$ cat config.mk
export PLATFORM = sky130hd
export DESIGN_NAME = dual_pipe_mult_div_hilo_unit
export DESIGN_NICKNAME = d
export VERILOG_FILES = /design/src/hdl/dpmd_pkg.sv /design/src/hdl/dpmd_core.sv /design/src/hdl/dual_pipe_mult_div_hilo_unit.sv
export SDC_FILE = /design/constraint.sdc
export NUM_CORES = 1
export LEC_CHECK = 0
export BUFFER_PORTS_ARGS = -buffer_cell sky130_fd_sc_hd__buf_4
export CORE_MARGIN = 5
export CORE_UTILIZATION = 52
export DETAILED_ROUTE_END_ITERATION = 12
export PLACE_DENSITY = 0.78
export SYNTH_ARGS = -nofsm -noshare
export SYNTH_HDL_FRONTEND = slang
export SYNTH_HIERARCHICAL = 1
export SYNTH_SLANG_ARGS = --single-unit
export TNS_END_PERCENT = 30
$ cat constraint.sdc
create_clock -name clk_i -period 12.2 [get_ports clk_i]
set_input_delay 0.61 -clock clk_i [delete_from_list [all_inputs] [get_ports clk_i]]
set_output_delay 0.61 -clock clk_i [all_outputs]
set_load 0.01 [all_outputs]
$ cat src/hdl/dpmd_pkg.sv
// ----------------------------------------------------------------------------
// dpmd_pkg
// shared types and operation codes for the dual pipe hi/lo multiply/divide unit
// ----------------------------------------------------------------------------
package dpmd_pkg;

  localparam int unsigned WordW = 32;
  localparam int unsigned RegW  = 5;

  // operation codes; 6 and 7 are unused and leave hi/lo untouched
  typedef enum logic [2:0] {
    FUNC_MULT  = 3'd0,
    FUNC_MULTU = 3'd1,
    FUNC_DIV   = 3'd2,
    FUNC_DIVU  = 3'd3,
    FUNC_MADD  = 3'd4,
    FUNC_MADDU = 3'd5
  } func_e;

  typedef struct packed {
    logic [2:0]       func;
    logic             pipe;
    logic [WordW-1:0] rs_value;
    logic [WordW-1:0] rt_value;
    logic [RegW-1:0]  rd_index;
  } dpmd_in_t;

  typedef struct packed {
    logic [WordW-1:0] hi_word;
    logic [WordW-1:0] lo_word;
    logic             rd_write;
    logic [RegW-1:0]  rd_target;
    logic [WordW-1:0] rd_word;
  } dpmd_out_t;

  // core to top status: finished result and its family
  typedef struct packed {
    logic             done;
    logic             mul_fam;
    logic [WordW-1:0] hi;
    logic [WordW-1:0] lo;
  } dpmd_res_t;

endpackage

$ cat src/hdl/dpmd_core.sv
// ----------------------------------------------------------------------------
// dpmd_core
// iterative shift-add multiplier / restoring divider on one shared 33-bit adder
// ----------------------------------------------------------------------------
module dpmd_core import dpmd_pkg::*; (
  input  logic             clk_i,
  input  logic             rst_ni,
  input  logic             start_i,
  input  logic [2:0]       func_i,
  input  logic [WordW-1:0] rs_i,
  input  logic [WordW-1:0] rt_i,
  input  logic [WordW-1:0] acc_hi_i,
  input  logic [WordW-1:0] acc_lo_i,
  input  logic             take_i,
  output logic             idle_o,
  output dpmd_res_t        res_o
);

  typedef enum logic [2:0] {
    ST_IDLE,
    ST_RUN,
    ST_FIX,
    ST_ACC,
    ST_DONE
  } state_e;

  localparam int unsigned CntW = $clog2(WordW);

  state_e           state_q, state_d;
  logic [CntW-1:0]  cnt_q, cnt_d;
  logic [WordW-1:0] hi_q, hi_d, lo_q, lo_d, b_q, b_d;
  logic             div_q, div_d, madd_q, madd_d, nop_q, nop_d;
  logic             neg_q, neg_d, rneg_q, rneg_d;

  logic             is_signed, is_div, is_madd, is_nop;
  logic [WordW-1:0] rs_mag, rt_mag;

  // shared adder
  logic [WordW:0]   add_a, add_b;
  logic [WordW+1:0] add_sum;
  logic             add_ge;

  logic [2*WordW-1:0] prod_neg, prod_acc;

  always_comb begin
    is_signed = 1'b0;
    is_div    = 1'b0;
    is_madd   = 1'b0;
    is_nop    = 1'b0;
    case (func_i)
      FUNC_MULT:  is_signed = 1'b1;
      FUNC_MULTU: is_signed = 1'b0;
      FUNC_DIV: begin
        is_signed = 1'b1;
        is_div    = 1'b1;
      end
      FUNC_DIVU:  is_div = 1'b1;
      FUNC_MADD: begin
        is_signed = 1'b1;
        is_madd   = 1'b1;
      end
      FUNC_MADDU: is_madd = 1'b1;
      default:    is_nop = 1'b1;
    endcase
    rs_mag = (is_signed && rs_i[WordW-1]) ? (WordW'(0) - rs_i) : rs_i;
    rt_mag = (is_signed && rt_i[WordW-1]) ? (WordW'(0) - rt_i) : rt_i;
  end

  // multiply: add multiplicand to hi when lo lsb set; divide: trial subtract
  always_comb begin
    if (div_q) begin
      add_a = {hi_q, lo_q[WordW-1]};
      add_b = {1'b0, b_q};
    end else begin
      add_a = {1'b0, hi_q};
      add_b = lo_q[0] ? {1'b0, b_q} : '0;
    end
    add_sum = {1'b0, add_a} + {1'b0, div_q ? ~add_b : add_b} + (WordW+2)'(div_q);
    add_ge  = add_sum[WordW+1];
  end

  assign prod_neg = (2*WordW)'(0) - {hi_q, lo_q};
  assign prod_acc = {hi_q, lo_q} + {acc_hi_i, acc_lo_i};

  always_comb begin
    state_d = state_q;
    cnt_d   = cnt_q;
    hi_d    = hi_q;
    lo_d    = lo_q;
    b_d     = b_q;
    div_d   = div_q;
    madd_d  = madd_q;
    nop_d   = nop_q;
    neg_d   = neg_q;
    rneg_d  = rneg_q;
    case (state_q)
      ST_IDLE: begin
        if (start_i) begin
          cnt_d   = '1;
          hi_d    = '0;
          lo_d    = rs_mag;
          b_d     = rt_mag;
          div_d   = is_div;
          madd_d  = is_madd;
          nop_d   = is_nop;
          neg_d   = is_signed && (rs_i[WordW-1] ^ rt_i[WordW-1]);
          rneg_d  = is_signed && rs_i[WordW-1];
          state_d = is_nop ? ST_ACC : ST_RUN;
        end
      end
      ST_RUN: begin
        if (div_q) begin
          hi_d = add_ge ? add_sum[WordW-1:0] : add_a[WordW-1:0];
          lo_d = {lo_q[WordW-2:0], add_ge};
        end else begin
          hi_d = add_sum[WordW:1];
          lo_d = {add_sum[0], lo_q[WordW-1:1]};
        end
        cnt_d = cnt_q - 1'b1;
        if (cnt_q == '0) begin
          state_d = ST_FIX;
        end
      end
      ST_FIX: begin
        // sign fixup of the magnitude result
        if (div_q) begin
          if (neg_q) begin
            lo_d = WordW'(0) - lo_q;
          end
          if (rneg_q) begin
            hi_d = WordW'(0) - hi_q;
          end
        end else if (neg_q) begin
          {hi_d, lo_d} = prod_neg;
        end
        state_d = ST_ACC;
      end
      ST_ACC: begin
        if (nop_q) begin
          hi_d = acc_hi_i;
          lo_d = acc_lo_i;
        end else if (madd_q) begin
          {hi_d, lo_d} = prod_acc;
        end
        state_d = ST_DONE;
      end
      ST_DONE: begin
        if (take_i) begin
          state_d = ST_IDLE;
        end
      end
      default: state_d = ST_IDLE;
    endcase
  end

  always_ff @(posedge clk_i or negedge rst_ni) begin
    if (!rst_ni) begin
      state_q <= ST_IDLE;
      cnt_q   <= '0;
      hi_q    <= '0;
      lo_q    <= '0;
      b_q     <= '0;
      div_q   <= 1'b0;
      madd_q  <= 1'b0;
      nop_q   <= 1'b0;
      neg_q   <= 1'b0;
      rneg_q  <= 1'b0;
    end else begin
      state_q <= state_d;
      cnt_q   <= cnt_d;
      hi_q    <= hi_d;
      lo_q    <= lo_d;
      b_q     <= b_d;
      div_q   <= div_d;
      madd_q  <= madd_d;
      nop_q   <= nop_d;
      neg_q   <= neg_d;
      rneg_q  <= rneg_d;
    end
  end

  assign idle_o        = (state_q == ST_IDLE);
  assign res_o.done    = (state_q == ST_DONE);
  assign res_o.mul_fam = !div_q && !nop_q;
  assign res_o.hi      = hi_q;
  assign res_o.lo      = lo_q;

endmodule

$ cat src/hdl/dual_pipe_mult_div_hilo_unit.sv
// ----------------------------------------------------------------------------
// dual_pipe_mult_div_hilo_unit
// multiply, multiply-accumulate and divide with a hi/lo pair for each of two pipes
// ----------------------------------------------------------------------------
// multiply, madd and divide: 32 passes of the shared 33-bit adder, then sign fixup,
//   accumulate and handoff; an unused operation code skips the passes and the fixup
// the sequencer accepts no new beat until its previous result is handed off to the
//   output register;
// the next beat is taken while a finished result still waits in the output register
// reset: all hi/lo words cleared to zero, output register empty, sequencer idle
module dual_pipe_mult_div_hilo_unit import dpmd_pkg::*; (
  input  logic      clk_i,
  input  logic      rst_ni,
  input  logic      in_valid_i,
  output logic      in_stall_o,
  input  dpmd_in_t  in_data_i,
  output logic      out_valid_o,
  input  logic      out_stall_i,
  output dpmd_out_t out_data_o
);

  // hi/lo pair per pipe
  logic [WordW-1:0] hi_store_q [2];
  logic [WordW-1:0] lo_store_q [2];

  // context of the item in flight
  logic             pipe_q;
  logic [RegW-1:0]  rd_q;

  // output register
  logic             out_valid_q;
  dpmd_out_t        out_q;

  logic             core_idle;
  dpmd_res_t        core_res;
  logic             in_fire;
  logic             take;
  logic             rd_wr;

  assign in_stall_o = !core_idle;
  assign in_fire    = in_valid_i && core_idle;

  // move the finished result out when the output register is free or draining
  assign take  = core_res.done && (!out_valid_q || !out_stall_i);
  assign rd_wr = core_res.mul_fam && (rd_q != '0);

  dpmd_core u_core (
    .clk_i    (clk_i),
    .rst_ni   (rst_ni),
    .start_i  (in_fire),
    .func_i   (in_data_i.func),
    .rs_i     (in_data_i.rs_value),
    .rt_i     (in_data_i.rt_value),
    .acc_hi_i (hi_store_q[pipe_q]),
    .acc_lo_i (lo_store_q[pipe_q]),
    .take_i   (take),
    .idle_o   (core_idle),
    .res_o    (core_res)
  );

  always_ff @(posedge clk_i or negedge rst_ni) begin
    if (!rst_ni) begin
      hi_store_q[0] <= '0;
      hi_store_q[1] <= '0;
      lo_store_q[0] <= '0;
      lo_store_q[1] <= '0;
      pipe_q        <= 1'b0;
      rd_q          <= '0;
      out_valid_q   <= 1'b0;
      out_q         <= '0;
    end else begin
      if (in_fire) begin
        pipe_q <= in_data_i.pipe;
        rd_q   <= in_data_i.rd_index;
      end
      if (take) begin
        // hi/lo written back in the same edge as the result beat is loaded
        hi_store_q[pipe_q] <= core_res.hi;
        lo_store_q[pipe_q] <= core_res.lo;
        out_valid_q        <= 1'b1;
        out_q.hi_word      <= core_res.hi;
        out_q.lo_word      <= core_res.lo;
        out_q.rd_write     <= rd_wr;
        out_q.rd_target    <= rd_wr ? rd_q : '0;
        out_q.rd_word      <= rd_wr ? core_res.lo : '0;
      end else if (!out_stall_i) begin
        out_valid_q <= 1'b0;
      end
    end
  end

  assign out_valid_o = out_valid_q;
  assign out_data_o  = out_q;

  // an accepted beat keeps the sequencer busy on the next cycle
  a_busy_after_accept : assert property (@(posedge clk_i) disable iff (!rst_ni)
    in_fire |=> !core_idle)
    else $error("sequencer idle right after accepting a beat");

  // a handed-off result is visible as an output beat
  a_take_shows : assert property (@(posedge clk_i) disable iff (!rst_ni)
    take |=> (out_valid_o && out_data_o.lo_word == lo_store_q[pipe_q]
              && out_data_o.hi_word == hi_store_q[pipe_q]))
    else $error("output beat does not match stored hi/lo");

  // the rd copy is the new lo and never targets register zero
  a_rd_copy : assert property (@(posedge clk_i) disable iff (!rst_ni)
    (out_valid_o && out_data_o.rd_write) |->
      (out_data_o.rd_word == out_data_o.lo_word && out_data_o.rd_target != '0))
    else $error("bad rd copy");

  // no copy fields without a write
  a_rd_quiet : assert property (@(posedge clk_i) disable iff (!rst_ni)
    (out_valid_o && !out_data_o.rd_write) |->
      (out_data_o.rd_word == '0 && out_data_o.rd_target == '0))
    else $error("rd fields set without rd write");

endmodule
## After elaboration in Yosys (flattened, before gate mapping)

Index checks and enable logic that the tools add are counted.

| storage, ports and cells | value |
|---|---|
| bits in registers | 346 |
| bits in read-only memories | 0 |
| memories | 0 |
| word-level logic and storage cells | 130 |
| memory bits (writable) | 0 |
| bits in latches | 0 |
| bits of input ports | 77 |

| operators by class | value |
|---|---|
| div/mod/pow operators | 0 |
| order comparisons | 2 |
| shifts and indexed selects | 0 |
| reductions and logical operators | 29 |
| multiplexer cells | 48 |
| bitwise logic cells | 3 |
| add/subtract/negate cells | 9 |
| equality and inequality tests | 17 |
| multipliers | 0 |

Operators with widths:

| operator | count |
|---|---|
| $mux 32 | 26 |
| $pmux 32 s4 | 2 |
| $bwmux 64 | 2 |
| $sub 1x32->32 const A | 4 |
| $mux 33 | 3 |
| $add 64x64->64 | 1 |
| $sub 1x64->64 const A | 1 |
| $add 33x33->34 | 1 |
| $add 34x1->34 | 1 |
| $not 33->33 | 1 |
| $demux 32 s1 | 1 |
| $pmux 3 s5 | 1 |
| $eq 3x2->1 const B | 4 |
| $mux 5 | 2 |
| $ne 2x1->1 const B | 5 |
| $pmux 5 s2 | 1 |
| $eq 3x3->1 const B | 3 |
| $mux 3 | 3 |
| $logic_and 1x1->1 | 8 |
| $eq 3x1->1 const B | 2 |
| $logic_not 3->1 | 2 |
| $mux 1 | 6 |
| $ne 3x1->1 const B | 2 |
| $reduce_or 6->1 | 1 |
| other kinds (19) | 25 |

## Depth between registers and ports, before layout

| depth | value |
|---|---|
| depth after elaboration | 9 |
| mapped depth | 21 |

## By module

Netlist, hierarchy kept.

By module, submodules not included:

| module | area an instance (sq um) | sequential area each (sq um) | cells an instance | instances |
|---|---|---|---|---|
| dpmd_core | 15,257.1 | 2,727.6 | 2,136 | 1 |
| dual_pipe_mult_div_hilo_unit | 9,994.6 | 5,930.7 | 800 | 1 |

## Worst setup path before layout

No wires, ideal clock.

| timing path | value |
|---|---|
| path kind | register to register |
| start | reg u_core.div_q |
| end | reg u_core.hi_q[7] |
| arrival | 4.941 ns |
| setup time | 0.130 ns |
| slack | 7.129 ns |
| clock period less this slack | 5.071 ns |
| cell stages (with the launch flop) | 20 |
| cell sequence | dfrtp_1 -> clkbuf_1 -> buf_1 -> buf_1 -> clkbuf_1 -> buf_1 -> mux2_2 -> ha_1 -> clkbuf_1 -> a21oi_1 -> o211ai_1 -> a21boi_0 -> nor2_1 -> a2111oi_0 -> or2_2 -> clkbuf_1 -> mux2i_1 -> o32ai_1 -> a22oi_1 -> o21ai_0 |

| between the ends | value |
|---|---|
| cells in the longest elaborated chain, start to end | 8 |
| elaborated cells on any way between the ends | 13 |

RTL lines:

| element | line | source |
|---|---|---|
| start, declared | dpmd_core.sv:32 | `logic div_q, div_d, madd_q, madd_d, nop_q, nop_d;` |
| start signal, assigned | dpmd_core.sv:174 | `div_q <= div_d;` |
| $mux 33 | dpmd_core.sv:71 | `if (div_q) begin` |
| $not 33->33 | dpmd_core.sv:78 | `add_sum = {1'b0, add_a} + {1'b0, div_q ? ~add_b : add_b} + (WordW+2)'(div_q);` |
| $mux 33 | dpmd_core.sv:78 |  |
| $add 33x33->34 | dpmd_core.sv:78 |  |
| $add 34x1->34 | dpmd_core.sv:78 |  |
| $mux 32 | dpmd_core.sv:113 | `hi_d = add_ge ? add_sum[WordW-1:0] : add_a[WordW-1:0];` |
| $mux 32 | dpmd_core.sv:112 | `if (div_q) begin` |
| $pmux 32 s4 | dpmd_core.sv:96 | `case (state_q)` |
| end signal, assigned | dpmd_core.sv:171 | `hi_q <= hi_d;` |
| end, declared | dpmd_core.sv:31 | `logic [WordW-1:0] hi_q, hi_d, lo_q, lo_d, b_q, b_d;` |

Parallel ways exist; a longest one is shown, timed or not.
A chain may end at the register's enable or synchronous reset.

## Worst setup path in the final report

| timing path | value |
|---|---|
| start | reg u_core.div_q |
| end | reg u_core.hi_q[14] |

Same word-level chain as after synthesis.

==> results by group <==
Run status
  • Status: completed

Finish
  • Final Non-Filler Cells: 3642
  • Layout cells sized above 1: 0.183
  • Cell area after layout: 28300 µm²
  • Layout Nets: about 3.2k
  • N_diodes: 0
  • # fillers: roughly 4.2k
  • P&R area growth vs syn: 11.9%

STA
  • Final Hold Viols: 0
  • Fin crit period: 5420 ps
  • RSZ-0062 raised after global routing: false
  • Worst setup margin: 6780 ps
  • Fin crit share: 0.444
  • Relative slew slack: 0.207
  • Final setup viols: 0
  • Fmax: 184 MHz
  • Final worst clock skew: between 30 and 40 ps
  • Slew Limit Fails: 0
  • Hold slack final: 84.6 ps
  • Worst Max-Slew Pin Slew: 1190 ps
  • Final TNS setup: 0 ps

Pwr
  • Sequential Power Share: 0.270
  • Part of the power in the clock network: 0.160
  • Combinational power share: 0.570
  • Internal power: 4.35 mW
  • Pwr dens: 296 nW/µm²
  • NetSw: 4.02 mW
  • Leak: 12.9 nW
  • Sw frac: 0.480
  • VDD IR-drop max: about 0.2 mV

Global route
  • Total GRT Usage: 0.294
  • First-pass GRT wire length: 128000 µm
  • Vias in the first global route: 22.3k
  • Initial antenna violation count: 0
  • Pin count of the biggest net entering global routing: 169
  • Total grt overflow: 0

Die
  • Die area: 53100 µm²
  • Row cnt: 80
  • DIE HEIGHT: between 200 and 250 µm
  • I/O Pins: 181
  • Effective utilization at floorplan: 0.528
  • Core area: between 40000 and 50000 µm²
  • Die X: about 230 µm

Synthesis
  • Share of the synthesized area in the top cell type: 0.343
  • Distinct cells, synth: 89
  • Largest area contributor in the netlist: dfrtp_1
  • Syn nets: 3115
  • Sequential-to-total area share from yosys stat: 0.343
  • Most common library cells after synthesis: nand2_1, dfrtp_1, o21ai_0
  • Synth warnings: 6
  • Number of synthesized flops with an enable pin: 0
  • Mapped cell area: 25300 µm²
  • Average size of a mapped cell: 8.60 µm²
  • Ys async rst share: 1.00
  • Syn Inst Count: 2936
  • Synth Register Bits: around 350
  • Main area contributors after synthesis: dfrtp_1, nand2_1, mux2_2, o21ai_0, ha_1
  • Top-count cell post-synth: nand2_1
  • Top_reg_cell synth: dfrtp_1

Place
  • Placed insts: 3571
  • DP Area: 26800 µm²
  • DP HPWL: 56900 µm
  • Port-buffer cells: 180
  • Place WS: 6930 ps
  • Placer Congestion: ~1

Clock network
  • CTS resizes: 0
  • Setup repair bufs after CTS: 0
  • Clock latency on the worst-skew pair: 580 ps
  • H-tree depth: 2
  • # clock sinks: roughly 350
  • Clock-pin slew on the worst setup and hold paths: around 60 ps
  • Hold buffers post-CTS: 0
  • CTS root buffer: clkbuf_16
  • Total CTS buffers: 40
  • Clock tree buffer depth: 3
  • CTS tree: done

Drt
  • WL/cell: 22.1 µm
  • Total wire length: 80600 µm
  • DRC violations left: 0
  • First drt pass iteration count: 6
  • DR vias/cell: 6.42
  • Antenna viol nets, final: 0
  • Starting DRT DRC Count: approximately 2.9k
  • Vias: 23.4k

Setup path
  • Peak per-stage delay on the critical path: 820 ps
  • CP bufs+invs: 2
  • Maximum fanout along the worst path: 80
  • Critical Path End Type: flip-flop
  • Slowest CP cell: a2111oi_0
  • Setup CP Type: reg -> reg
  • Worst path cell trace: buf_4, mux2_2, ha_1, a21oi_1, o21ai_0, nor2_1, o21ai_0, a2111oi_0, nor2_1, buf_4, nor2_1, a22oi_1, a21boi_0, o221ai_1
  • Critical path arrival: a little under 6000 ps
  • Critical path's top delay family: compound AO/OA/AOI/OAI gates
  • Most frequent CP cell: nor2_1
  • Critical Path Source Type: flip-flop
  • Worst endpoint required time: 12670 ps

Min path
  • Worst min-delay path class: in -> async

Job
  • Max_cap viols: 0
==> per-stage QoR <==
stage,total power [mW],util
global placement,6.76,0.561
detailed placement,6.88,0.561
finish,8.37,0.591
floorplan,5.42,-
CTS,8.26,0.591
global route,8.93,0.591
==> cells in the final DEF (no fill, tap or decap), types with 12 or more instances in the layout <==
cell         n
a211oi_1    23
a21o_1      42
a21oi_1    167
a221oi_1    27
a22oi_1     12
a31oi_1     26
buf_4      203
clkbuf_16   40
dfrtp_1    343
ha_1       100
inv_1       50
mux2_2     171
mux2_4      60
mux2i_1     30
nand2_1    517
nand2b_1    16
nand3_1     67
nand4_1     23
nor2_1     150
nor3_1      65
nor4_1      24
o211ai_1    25
o21a_1      16
o21ai_0    302
o21bai_1    15
o221ai_1    23
o22ai_1     26
o31ai_1     30
or2_2       15
or3_1       26
xnor2_1     94
xor2_1      80
==> power by group through the flow <==
| stage | registers (mW) | logic (mW) | clock network [mW] |
|---|---|---|---|
| 6_report | 2.26 | 4.77 | 1.34 |
| 4_1_cts | 2.24 | 4.66 | 1.36 |
| 3_3_place_gp | 2.22 | 4.54 | 0 |
| 3_5_place_dp | 2.25 | 4.63 | 0 |
| 5_1_grt | 2.32 | 5.20 | 1.40 |
| 2_1_floorplan | 2.01 | 3.40 | 0 |
==> registers in the layout, indices dropped and copies added, names as in the netlist <==
signal,cells
u_core/rneg_q,1
u_core/div_q,1
u_core/lo_q,32
rd_q,5
u_core/neg_q,1
hi_store_q,64
pipe_q,1
out_data_o,102
out_valid_o,1
u_core/madd_q,1
u_core/nop_q,1
u_core/hi_q,32
u_core/state_q,3
u_core/cnt_q,5
u_core/b_q,32
lo_store_q,64
==> final timing paths <==
kind / startpoint / end / slack, ps / depth (start not counted)
min in group clk_i: in_data_i[2] / rd_q[2] / 280 / 2
worst min-delay path: rst_ni / u_core/lo_q[6] / 80 / 1
worst max-delay path: u_core/div_q / u_core/hi_q[14] / 6780 / 14
worst min register to register: out_data_o[36] / out_data_o[36] / 470 / 2
max in group asynchronous: rst_ni / hi_store_q[57] / 10540 / 2
worst max register to register: u_core/div_q / u_core/hi_q[14] / 6780 / 14
==> worst reg2reg max path, delay by kind of cell, from the launching register on <==
family,cells,cell delay (ps)
compound gates,7,1940
fa+ha+maj,1,360
buf+inv,2,1060
flops,1,730
mux,1,460
simple gates,3,780
==> per-layer routing <==
metal / track usage / vias up / routed length, µm / share of wire
met2: 0.429 / 1189 / 34000 / 0.42
met1: 0.444 / 11300 / 36600 / 0.45
met5: 0 / - / 0 / 0
li1: - / 10800 / - / -
met4: 0.0843 / 0 / 2350 / 0.029
met3: 0.0591 / 174 / 7600 / 0.094
==> area by class of cell <==
cell class | count | area, µm² | share of cell area
Tap cell | 615 | 769 | 0.0272
Clock inverter | 22 | 349 | 0.0124
Clock buffer | 49 | 1090 | 0.0387
Multi-Input combinational cell | 2353 | 15600 | 0.553
Sequential cell | 346 | 8660 | 0.307
Inverter | 52 | 200 | 0.00708
Timing Repair Buffer | 205 | 1560 | 0.0552
==> cell families after synthesis <==
group / count (synthesis) / share of synthesized area
flops: 346 / 0.343
fa+ha+maj: 102 / 0.0511
compound gates: 841 / 0.209
xor+xnor: 174 / 0.0604
buf+inv: 237 / 0.0395
simple gates: 975 / 0.173
mux: 261 / 0.124
No activity file was read; power rests on OpenSTA's default activity.
